===== config.mk =====
export PLATFORM = sky130hd
export DESIGN_NAME = lbs_front
export DESIGN_NICKNAME = d
export VERILOG_FILES = /design/src/lbs_pkg.sv /design/src/lbs_front.sv
export SDC_FILE = /design/constraint.sdc
export NUM_CORES = 1
export LEC_CHECK = 0
export ABC_AREA = 1
export BUFFER_PORTS_ARGS = -buffer_cell sky130_fd_sc_hd__buf_2
export CAP_MARGIN = 20
export CORE_AREA = 5 5 107 109
export DETAILED_ROUTE_END_ITERATION = 7
export DIE_AREA = 0 0 112 114
export GPL_TIMING_DRIVEN = 1
export RECOVER_POWER = 50
export SLEW_MARGIN = 20
export SYNTH_ARGS = -nofsm -noshare
export SYNTH_HDL_FRONTEND = slang
export SYNTH_SLANG_ARGS = --single-unit

===== constraint.sdc =====
create_clock -name vclk -period 1.3
set_clock_uncertainty 0.15 [all_clocks]
set_input_delay 0 -clock vclk [all_inputs]
set_output_delay 0 -clock vclk [all_outputs]
set_load 0.03 [all_outputs]

===== src/lbs_pkg.sv =====
package lbs_pkg;

    localparam int NUM_JOINTS      = 32;
    localparam int ELEMS_PER_JOINT = 12;
    localparam int TABLE_DEPTH     = NUM_JOINTS * ELEMS_PER_JOINT;
    localparam int ADDR_W          = $clog2(TABLE_DEPTH);
    localparam int JOINT_W         = 5;
    localparam int QUEUE_DEPTH     = 2;

    localparam logic [15:0] TOL_RESET  = 16'd33;
    localparam logic [19:0] WEIGHT_ONE = 20'd32768;
    localparam logic [19:0] WTOT_MAX   = 20'hFFFFF;

    typedef enum logic {
        CMD_LOAD      = 1'b0,
        CMD_INFLUENCE = 1'b1
    } command_t;

    typedef struct packed {
        logic               command;
        logic [4:0]         joint_index;
        logic [3:0]         element_index;
        logic signed [31:0] element_value;
        logic signed [31:0] rest_x;
        logic signed [31:0] rest_y;
        logic signed [31:0] rest_z;
        logic [15:0]        weight;
        logic               last_influence;
    } in_item_t;

    typedef struct packed {
        logic signed [31:0] new_x;
        logic signed [31:0] new_y;
        logic signed [31:0] new_z;
        logic               weight_sum_error;
    } out_item_t;

    // Classified work handed from the front part to the back part.
    // For a load, base holds the table address and rest_x the element value.
    typedef struct packed {
        command_t           command;
        logic               valid_joint;
        logic [ADDR_W-1:0]  base;
        logic signed [31:0] rest_x;
        logic signed [31:0] rest_y;
        logic signed [31:0] rest_z;
        logic [15:0]        weight;
        logic               last_influence;
    } job_t;

    typedef enum logic [2:0] {
        ST_IDLE,
        ST_ROW,
        ST_SUM,
        ST_SCALE,
        ST_ACC,
        ST_EMIT
    } back_state_t;

endpackage


===== src/lbs_front.sv =====
module lbs_front (
    input  logic              push,
    output logic              full,
    input  lbs_pkg::in_item_t in_item,
    output logic              job_push,
    output lbs_pkg::job_t     job,
    input  logic              job_full
);
    import lbs_pkg::*;

    logic               is_load;
    logic               joint_ok;
    logic               elem_ok;
    logic [ADDR_W-1:0]  base;

    assign full     = job_full;
    assign is_load  = (command_t'(in_item.command) == CMD_LOAD);
    assign joint_ok = ({1'b0, in_item.joint_index} < (JOINT_W + 1)'(NUM_JOINTS));
    assign elem_ok  = (in_item.element_index < 4'(ELEMS_PER_JOINT));
    assign base     = ADDR_W'(in_item.joint_index) * ADDR_W'(ELEMS_PER_JOINT);

    assign job_push           = push && !job_full;
    assign job.command        = command_t'(in_item.command);
    assign job.valid_joint    = is_load ? (joint_ok && elem_ok) : joint_ok;
    assign job.base           = is_load ? (base + ADDR_W'(in_item.element_index)) : base;
    assign job.rest_x         = is_load ? in_item.element_value : in_item.rest_x;
    assign job.rest_y         = in_item.rest_y;
    assign job.rest_z         = in_item.rest_z;
    assign job.weight         = in_item.weight;
    assign job.last_influence = in_item.last_influence;

endmodule


After elaboration in Yosys (flattened, before gate mapping)
Index checks and enable logic that the tools add are counted.
Word-level totals
  flip-flop bits (word level): 0
  input bits: 157
  logic and storage cells: 8
Operators by class
  $add $sub $neg: 1
  multipliers: 1
  magnitude comparators: 1
  muxes and demuxes: 3
  reduce and logical (&&, ||, !) cells: 2
Operators with widths (number)
  two-way mux 32 bit: 1
  adder 9 x 4 -> 9 bit: 1
  two-way mux 9 bit: 1
  multiplier 5 x 2 -> 7 bit, second input constant: 1
  < comparator 4 bit, second input constant: 1
  logical AND 1 bit: 1
  logical NOT 1 bit: 1
  two-way mux 1 bit: 1

Logic depth before layout (Yosys ltp)
  depth after elaboration: 3
  gate-level depth with buffers: 11
  gate-level depth less buffers: 11

Least setup slack after synthesis
OpenSTA, ideal clock, no wires.
  path kind: in2out
  from: in in_item[149] (netlist bit)
  to: out job[120] (netlist bit)
  arrival time: 1644 ps
  required time: 1150 ps
  setup slack: -494 ps
  stages on the path: 7
  path buffers: 0
  path through: ha_1 -> fa_1 -> nand2_1 -> o21bai_1 -> nor2_1 -> nand2_1 -> xnor2_1
RTL lines
  start, declared: line lbs_front.sv:4  | input lbs_pkg::in_item_t in_item,
  end, declared: line lbs_front.sv:6  | output lbs_pkg::job_t job,

==> summary.md <==
| Metric | Value |
|---|---|
| Gate power share | `100.0%` |
| Clkbuf count | `0` |
| Top sig layer | `met4` |
| Post-Syn Area per Cell | `5.64 sq um` |
| Antenna Nets Post-Route | `0` |
| Wire length per cell | `approximately 12 microns` |
| Dpl hpwl | `4010 microns` |
| Post-synth net total | `421` |
| Initial antenna violation count | `0` |
| Critical path startpoint category | `input pin` |
| Seq pwr share | `0%` |
| Final RePlAce weighted congestion | `0.731` |
| Share of post-route cells with drive strength above 1 | `40.6%` |
| Fraction of power spent switching nets | `61.6%` |
| Diodes inserted | `0` |
| Yosys top cell by area | `buf_4` |
| Vias in the first global route | `1,984` |
| Internal power | `between 0.0005 and 0.0006 W` |
| Starting Density | `13.6%` |
| Yosys top cell area share | `43.5%` |
| Synth unique cells | `18` |
| Switching Power | `0.000891 W` |
| Row Count | `38` |
| F_max | `0.607 GHz` |
| Iteration-0 DRC Markers | `42` |
| Crit-path max FO | `3` |
| Crit path arrival time | `around 1500 ps` |
| Post-Syn Area | `between 1000 and 1500 sq um` |
| CORE AREA | `10,500 sq um` |
| Worst-Margin Slew | `between 300 and 400 ps` |
| RSZ-0062 raised after global routing | `yes` |
| Die height | `114 microns` |
| First-pass GRT wire length | `about 9200 microns` |
| Critical path class | `in2out` |
| Largest net degree at the start of global routing | `35` |
| Post-Route M1 WL | `roughly 2000 microns` |
| Multi-input gate area | `816 sq um` |
| Clock share of power | `0%` |
| Crit path from | `in_item[149]` |
| Hold_sp | `job_full` |
| Die Width | `112 microns` |
| Io pins | `between 200 and 300` |
| Critical Path RT | `1150 ps` |
| Final hold slack | `167 ps` |
| Port bufs | `121` |
| Setup violations, final | `5` |
| PD cells | `545 nW/um^2` |
| Pre-CTS setup slack | `-499 ps` |
| Syn. warnings | `0` |
| Register area share after synthesis | `0%` |
| Fin crit share | `127%` |
| Setup crit end kind | `output pin` |
| Drt pass-1 iters | `4` |
| Final-layout fill cell count | `1,153` |
| Flip-flop and latch area | `0 sq um` |
| Final hold violations | `0` |
| Area growth from synthesis to layout | `85.6%` |
| Nets | `approximately 550` |
| Synth area leaders | `buf_4 (44%), nand2_1 (29%), ha_1 (7.0%)` |
| Max-Cap Viols | `0` |
| WL met2 | `3600 microns` |
| GR Overflow Total | `0` |
| Violated checks | `setup timing` |
| Vias per cell | `3.62` |
| Leakage | `1.47 nW` |
| GR Util All Layers | `8.49%` |
| Cell count after synthesis | `between 200 and 300` |
| Seq cells | `0` |
| Wire length on met3 | `727 microns` |
| Final Critical Period | `between 1500 and 2000 ps` |
| Die area | `12,800 sq um` |
| # DRC | `0` |
| Relative slew slack | `around three quarters` |
| VDD IR max | `around 0.00024 V` |
| Final WL | `6290 microns` |
| DR vias | `around 1,900` |
| Worst hold path class | `in2out` |
| Final WS setup | `-347 ps` |
| Status | `complete, but fails checks` |
| Count of pins over their slew limit | `0` |
-- synthesized netlist by cell type --
library cell and instances:
nand3_1 6, xnor2_1 3, xor2_1 2, buf_4 83, nand3b_1 1, nand2_2 2, nand2_1 112, inv_1 15
nand4_1 4, ha_1 8, inv_2 1, buf_2 4, nor2_2 1, fa_1 2, o21ai_0 1, clkbuf_1 3
nor2_1 5, o21bai_1 1
-- placed cells by master (no fill, tap or decap), types with 4 or more instances in the layout --
cell and instances:
buf_2 110, buf_4 12, buf_6 10, dlygate4sd3_1 81, ha_1 7, inv_1 11
inv_2 5, nand2_1 110, nand3_1 6, nand4_1 4
-- what timing repair did --
action	in CTS	in global routing
hold endpoints to repair	81	0
cloned	0	0
buffers inserted	3	2
gates resized for setup	25	4
pin swaps	10	6
hold buffers	81	0
setup endpoints to repair	6	6
-- area by class of cell --
class	instances	area share (%)
inverter	16	2.26
multi-input combinational	148	30.7
tap	140	6.59
timing repair buffer	218	60.4
-- worst max-delay path, stage by stage --
cell	delay, ps
buf_8	110
ha_4	270
inv_2	40
fa_2	340
nor2_4	160
nand2_4	70
nor2_4	110
nand3_1	90
nand2_1	70
nand2_1	60
inv_2	60
buf_6	120
-- per-stage QoR --
stage | area, sq um | cells | TNS [ps] | utilization, % | power (W)
4_1_cts | 2630 | 520 | -1570 | 25.1 | 0.00144
5_1_grt | 2660 | 522 | -1850 | 25.3 | 0.00154
2_1_floorplan | 1500 | 254 | -582 | - | 0.00101
3_3_place_gp | 1710 | 436 | -1990 | 16.3 | 0.000862
6_report | 2660 | 522 | -1510 | 25.3 | 0.00145
3_5_place_dp | 1710 | 436 | -1990 | 16.3 | 0.000863
-- metal layers --
metal	track usage (%)	vias up
li1	-	937
met1	8.08	791
met2	18.9	161
met3	1.96	2
met4	0.240	0
met5	0	-
-- logic make-up after synthesis --
family	count (synthesis)	synth area share (%)
simple gates	131	36.4
fa+ha+maj	10	9.79
compound gates	2	0.874
buf+inv	106	49.9
xor+xnor	5	3.06
-- path summary, 6_finish.rpt --
kind	depth (start not counted)	slack, ps	to
setup / recovery	12	-350	job[121]
hold / removal	2	170	full
-- power groups by stage --
stage               clock network (W)  logic [W]  registers [W]
global route                        0    0.00154              0
finish                              0    0.00145              0
global placement                    0   0.000862              0
detailed placement                  0   0.000863              0
floorplan                           0    0.00101              0
CTS                                 0    0.00144              0
Power figures use the tool's default switching activity.
