[src/lbs_pkg.sv]
package lbs_pkg;

    localparam int NUM_JOINTS      = 32;
    localparam int ELEMS_PER_JOINT = 12;
    localparam int TABLE_DEPTH     = NUM_JOINTS * ELEMS_PER_JOINT;
    localparam int ADDR_W          = $clog2(TABLE_DEPTH);
    localparam int JOINT_W         = 5;
    localparam int QUEUE_DEPTH     = 2;

    localparam logic [15:0] TOL_RESET  = 16'd33;
    localparam logic [19:0] WEIGHT_ONE = 20'd32768;
    localparam logic [19:0] WTOT_MAX   = 20'hFFFFF;

    typedef enum logic {
        CMD_LOAD      = 1'b0,
        CMD_INFLUENCE = 1'b1
    } command_t;

    typedef struct packed {
        logic               command;
        logic [4:0]         joint_index;
        logic [3:0]         element_index;
        logic signed [31:0] element_value;
        logic signed [31:0] rest_x;
        logic signed [31:0] rest_y;
        logic signed [31:0] rest_z;
        logic [15:0]        weight;
        logic               last_influence;
    } in_item_t;

    typedef struct packed {
        logic signed [31:0] new_x;
        logic signed [31:0] new_y;
        logic signed [31:0] new_z;
        logic               weight_sum_error;
    } out_item_t;

    // Classified work handed from the front part to the back part.
    // For a load, base holds the table address and rest_x the element value.
    typedef struct packed {
        command_t           command;
        logic               valid_joint;
        logic [ADDR_W-1:0]  base;
        logic signed [31:0] rest_x;
        logic signed [31:0] rest_y;
        logic signed [31:0] rest_z;
        logic [15:0]        weight;
        logic               last_influence;
    } job_t;

    typedef enum logic [2:0] {
        ST_IDLE,
        ST_ROW,
        ST_SUM,
        ST_SCALE,
        ST_ACC,
        ST_EMIT
    } back_state_t;

endpackage

[src/lbs_queue.sv]
module lbs_queue (
    input  logic          clk,
    input  logic          rst_n,
    input  logic          wr,
    input  lbs_pkg::job_t wdata,
    output logic          full,
    input  logic          rd,
    output lbs_pkg::job_t rdata,
    output logic          empty
);
    import lbs_pkg::*;

    job_t       mem_reg [QUEUE_DEPTH];
    logic       wp_reg, wp_next, rp_reg, rp_next;
    logic [1:0] cnt_reg, cnt_next;

    assign full  = (cnt_reg == 2'(QUEUE_DEPTH));
    assign empty = (cnt_reg == 2'd0);
    assign rdata = mem_reg[rp_reg];

    always_comb
    begin
        wp_next  = wp_reg + 1'b1;
        rp_next  = rp_reg + 1'b1;
        cnt_next = cnt_reg + 2'(wr && !full) - 2'(rd && !empty);
    end

    always_ff @(posedge clk)
    begin
        if (wr && !full)
        begin
            mem_reg[wp_reg] <= wdata;
        end
    end

    always_ff @(posedge clk or negedge rst_n)
    begin
        if (!rst_n)
        begin
            wp_reg  <= 1'b0;
            rp_reg  <= 1'b0;
            cnt_reg <= 2'd0;
        end
        else
        begin
            if (wr && !full)
            begin
                wp_reg <= wp_next;
            end
            if (rd && !empty)
            begin
                rp_reg <= rp_next;
            end
            cnt_reg <= cnt_next;
        end
    end

endmodule

[config.mk]
export PLATFORM = sky130hd
export DESIGN_NAME = lbs_queue
export DESIGN_NICKNAME = d
export VERILOG_FILES = /design/src/lbs_pkg.sv /design/src/lbs_queue.sv
export SDC_FILE = /design/constraint.sdc
export NUM_CORES = 1
export LEC_CHECK = 0
export BUFFER_PORTS_ARGS = -buffer_cell sky130_fd_sc_hd__buf_2
export CORE_ASPECT_RATIO = 0.75
export CORE_MARGIN = 2
export CORE_UTILIZATION = 47
export CTS_CLUSTER_SIZE = 14
export DETAILED_ROUTE_END_ITERATION = 12
export HOLD_SLACK_MARGIN = 0.02
export PLACE_DENSITY = 0.83
export SLEW_MARGIN = 20
export SYNTH_ARGS = -nofsm -noshare
export SYNTH_HDL_FRONTEND = slang
export SYNTH_SLANG_ARGS = --single-unit
[constraint.sdc]
create_clock -name clk -period 6.8 [get_ports clk]
set_clock_uncertainty 0.1 [all_clocks]
set_input_delay 1.36 -clock clk [delete_from_list [all_inputs] [get_ports clk]]
set_output_delay 1.36 -clock clk [all_outputs]
set_load 0.01 [all_outputs]
Yosys cells after proc, flatten, opt, wreduce, memory -nomap -nowiden
Memory sizes are Yosys's and may differ from the RTL's.
Cells that the tools add are included.
Widths: inputs -> output; s select.
Storage, ports and cells
  register bits after elaboration: 4
  bits in writable memories: 248
  input port bits: 128
  output and inout port bits: 126
  logic and storage cells: 16
  memories: 1
Cells by class
  add/sub/neg operators: 4
  equal/unequal tests: 1
  muxes and demuxes: 2
  reduce and logical (&&, ||, !) cells: 5
Memories
  mem_reg: depth 2, width 124, rd ports 1, clocked after memory_dff 0, write ports 1, line lbs_queue.sv:13  | job_t mem_reg [QUEUE_DEPTH];
Operators by type and width (count)
  $add 1x1->1 const B: 2
  $add 2x1->2: 1
  $eq 2x2->1 const B: 1
  $logic_and 1x1->1: 2
  $logic_not 1->1: 2
  $logic_not 2->1: 1
  $mux 1: 2
  $sub 2x1->2: 1

Logic depth before layout (Yosys ltp)
  word-level depth: 5
  depth in mapped cells: 7
  depth with buffers taken out: 7

Worst setup path before layout
OpenSTA, ideal clock, no wires.
  kind: input port to flip-flop
  from: input wr
  to: memory mem_reg[0][0] in the netlist's numbering (enable)
  setup time: 0.608 ns
  arrival: 6.607 ns
  required time: 6.092 ns
  slack: -0.515 ns
  stages on the path: 2
  buffers on the path: 0
  path through: nand2_1 -> nor2_1
On the way
  longest elaborated chain between the ends: 3
RTL lines
  start, declared: line lbs_queue.sv:4  | input logic wr,
  $logic_and 1x1->1: line lbs_queue.sv:30  | if (wr && !full)
  $mux 1: line lbs_queue.sv:30
  $mux 1 (implied by the code): line lbs_queue.sv:32  | mem_reg[wp_reg] <= wdata;
  end, declared: line lbs_queue.sv:13
Every way passes these cells.

==> results.md <==
- Initial Util: between 40% and 50%
- R2R depth: 3
- Number of port buffers: 253
- RSZ-0062 raised after global routing: no
- Vias per inst: 4.99
- CTS root buf: clkbuf_16
- H-tree depth: 1
- Vias in the first global route: 4955
- Worst-Skew Late Latency: 500 ps
- Fmax: between 200 and 250 MHz
- Die height: 126 um
- Cell-by-cell listing of the critical path: buf_4 > mux2_2 > buf_2
- Site Rows: 44
- Synth Instances: 404
- Setup ws final: roughly 2800 ps
- CP peak stage delay: 750 ps
- Seq/Total Area, Yosys: 80.8%
- Worst r2r src: cnt_reg[1]$_DFF_PN0_
- Crit Path Max Fanout: 45
- DRT Wirelength: roughly 18000 um
- Via count: 4712
- Maximum vdd drop: 0.000278 V
- Post-synthesis instance area: 9340 um^2
- ANT nets after route: 0
- CTS Buf Count: 25
- Reg clk slew, reported paths: 60 ps
- Min-delay src: cnt_reg[1]$_DFF_PN0_
- Leak: 4.47 nW
- DRC violations left: 0
- Syn avg cell area: 23.1 um^2
- Drt wl/cell: 18.8 um
- Cts hold-fix bufs: 0
- FF+latch count, synth: 252
- CTS tree: yes
- GP Congestion: 0.804
- First-pass DRT Iterations: 6
- Core area: 19400 um^2
- Area growth, synth to finish: 24.0%
- Worst-Margin Slew: 1050 ps
- Total gr overflow: 0
- Die area: ~21000 um^2
- Die width: 167 um
- Boundary pin count: 254
- # setup viols final: 0
- # Max-Cap Violations: 0
- Final HPWL from detailed placement: 11900 um
- Slew HR: 29.6%
- Synth unique cells: 15
- R2r setup slk: about 4100 ps
- CP Launch Type: flip-flop
- Final-stage net count: 804
- Most frequent cells in the layout: 253 x buf_2, 248 x edfxtp_1, 74 x mux2_2
- Synthesized net count: 534
- Synth Warn #: 0
- Largest register FFs: between 200 and 250
- Hold Path Class: flip-flop to flip-flop
- Number of DRC markers in iteration 0: 282
- Clk sink count: 252
- Crit path DAT: 2580 ps
- Resize count post-CTS: 0
- First-pass GRT wire length: 26700 um
- Final Max Tran Viols: 0
- Final min period: 4040 ps
- Post-synth top area share: 79.7%
- Status: complete, no violations
- Layout cell share with drive strength beyond 1: 60.0%
- Largest cells by area after synthesis: edfxtp_1 80%, mux2_2 8.9%, mux2_4 8.0%, dfrtp_1 1.1%, buf_6 0.84%
- Setup CP Type: flip-flop to primary output
- Total GRT Usage: 16.2%
- Commonest non-fill, non-tap cell in the layout: buf_2
- Postcts setup bufs: 0
- Worst endpoint required time: 5340 ps
- CP endpoint kind: primary output
- Reg2reg end: mem_reg[1][88]$_DFFE_PP_
- Top cell type by total area after synthesis: edfxtp_1
- Placement Setup Slack: 3220 ps
- Pwr Density: 427 nW/um^2
- Largest net degree at the start of global routing: just over 90
- WHS Endpoint: cnt_reg[1]$_DFF_PN0_
- Post-route clock period utilization: 59.4%
- Slowest-stage cell, CP: dfrtp_4
- Worst Hold Path Cells: 1
- Setup TNS: 0 ps
- Initial antenna violation count: 3
- Clock tree buffer depth: 3
- Final Hold Viols: 0
[stage by stage]
| step | std cells | power [mW] | instance area [um^2] | hold slack [ps] | util (%) |
|---|---|---|---|---|---|
| floorplan | 404 | 3.30 | 9350 | 368 | - |
| global placement | 900 | 3.74 | 10900 | 388 | 55.9 |
| detailed placement | 900 | 3.80 | 10900 | 415 | 55.9 |
| CTS | 943 | 5.01 | 11600 | 427 | 59.6 |
| global route | 943 | 5.18 | 11600 | 455 | 59.6 |
| finish | 945 | 4.95 | 11600 | 418 | 59.6 |
[kinds of logic (layout without fill, tap and decap cells)]
group,after synthesis,in the layout,share of synthesized area (%)
xor gates and xnor gates,4,4,0.375
DFF,252,252,80.8
and+or+nand+nor,6,6,0.322
adders and majority gates,2,2,0.268
buffers and inverters,16,302,1.30
other,0,2,0
muxes,124,124,17.0
[cells in the mapped netlist, drive strengths merged]
master / count
and3: 1
buf: 14
dfrtp: 4
edfxtp: 248
ha: 2
inv: 2
mux2: 124
nand2: 1
nand2b: 1
nor2: 2
nor2b: 1
xnor2: 3
xor2: 1
[final cells by class]
| class | instances | area, um^2 |
|---|---|---|
| fill | 1393 | 7850 |
| sequential | 252 | 7550 |
| multi-input combinational | 136 | 1690 |
| timing repair buffer | 257 | 1310 |
| clock buffer | 32 | 652 |
| tap | 253 | 317 |
| clock inverter | 11 | 61.3 |
| inverter | 2 | 7.51 |
| antenna | 2 | 5.00 |
[worst max-delay path, delay by kind of cell (launching register included)]
| kind | cells | cell delay, ps |
|---|---|---|
| flops | 1 | 750 |
| mux | 1 | 400 |
| buf+inv | 2 | 860 |
[power by group]
part / total (mW) / leakage, nW / internal (mW) / switching, mW
sequential: 2.25 / 2.35 / 2.13 / 0.125
clock: 1.20 / 0.345 / 0.675 / 0.527
combinational: 1.50 / 1.78 / 0.716 / 0.780
[routing by layer]
metal / track usage [%] / vias up / share of wire [%]
met2: 27.4 / 227 / 48
met3: 5.22 / 39 / 8.8
li1: - / 2154 / -
met5: 0 / - / 0.073
met1: 20.1 / 2290 / 40
met4: 4.87 / 2 / 2.9
[how the worst max path moves through the flow]
| stage | depth (start not counted) | slack, ps | end | startpoint |
|---|---|---|---|---|
| global placement | 3 | 3320 | mem_reg[1][77]$_DFFE_PP_ | wr |
| global route | 3 | 2620 | rdata[111] | rp_reg$_DFFE_PN0P_ |
| CTS | 3 | 2730 | rdata[119] | rp_reg$_DFFE_PN0P_ |
| finish | 3 | 2760 | rdata[111] | rp_reg$_DFFE_PN0P_ |
| detailed placement | 3 | 3220 | mem_reg[1][78]$_DFFE_PP_ | wr |
| floorplan | 2 | 1580 | mem_reg[0][0]$_DFFE_PP_ | wr |
Note: power is estimated with default switching activity, not from simulation.
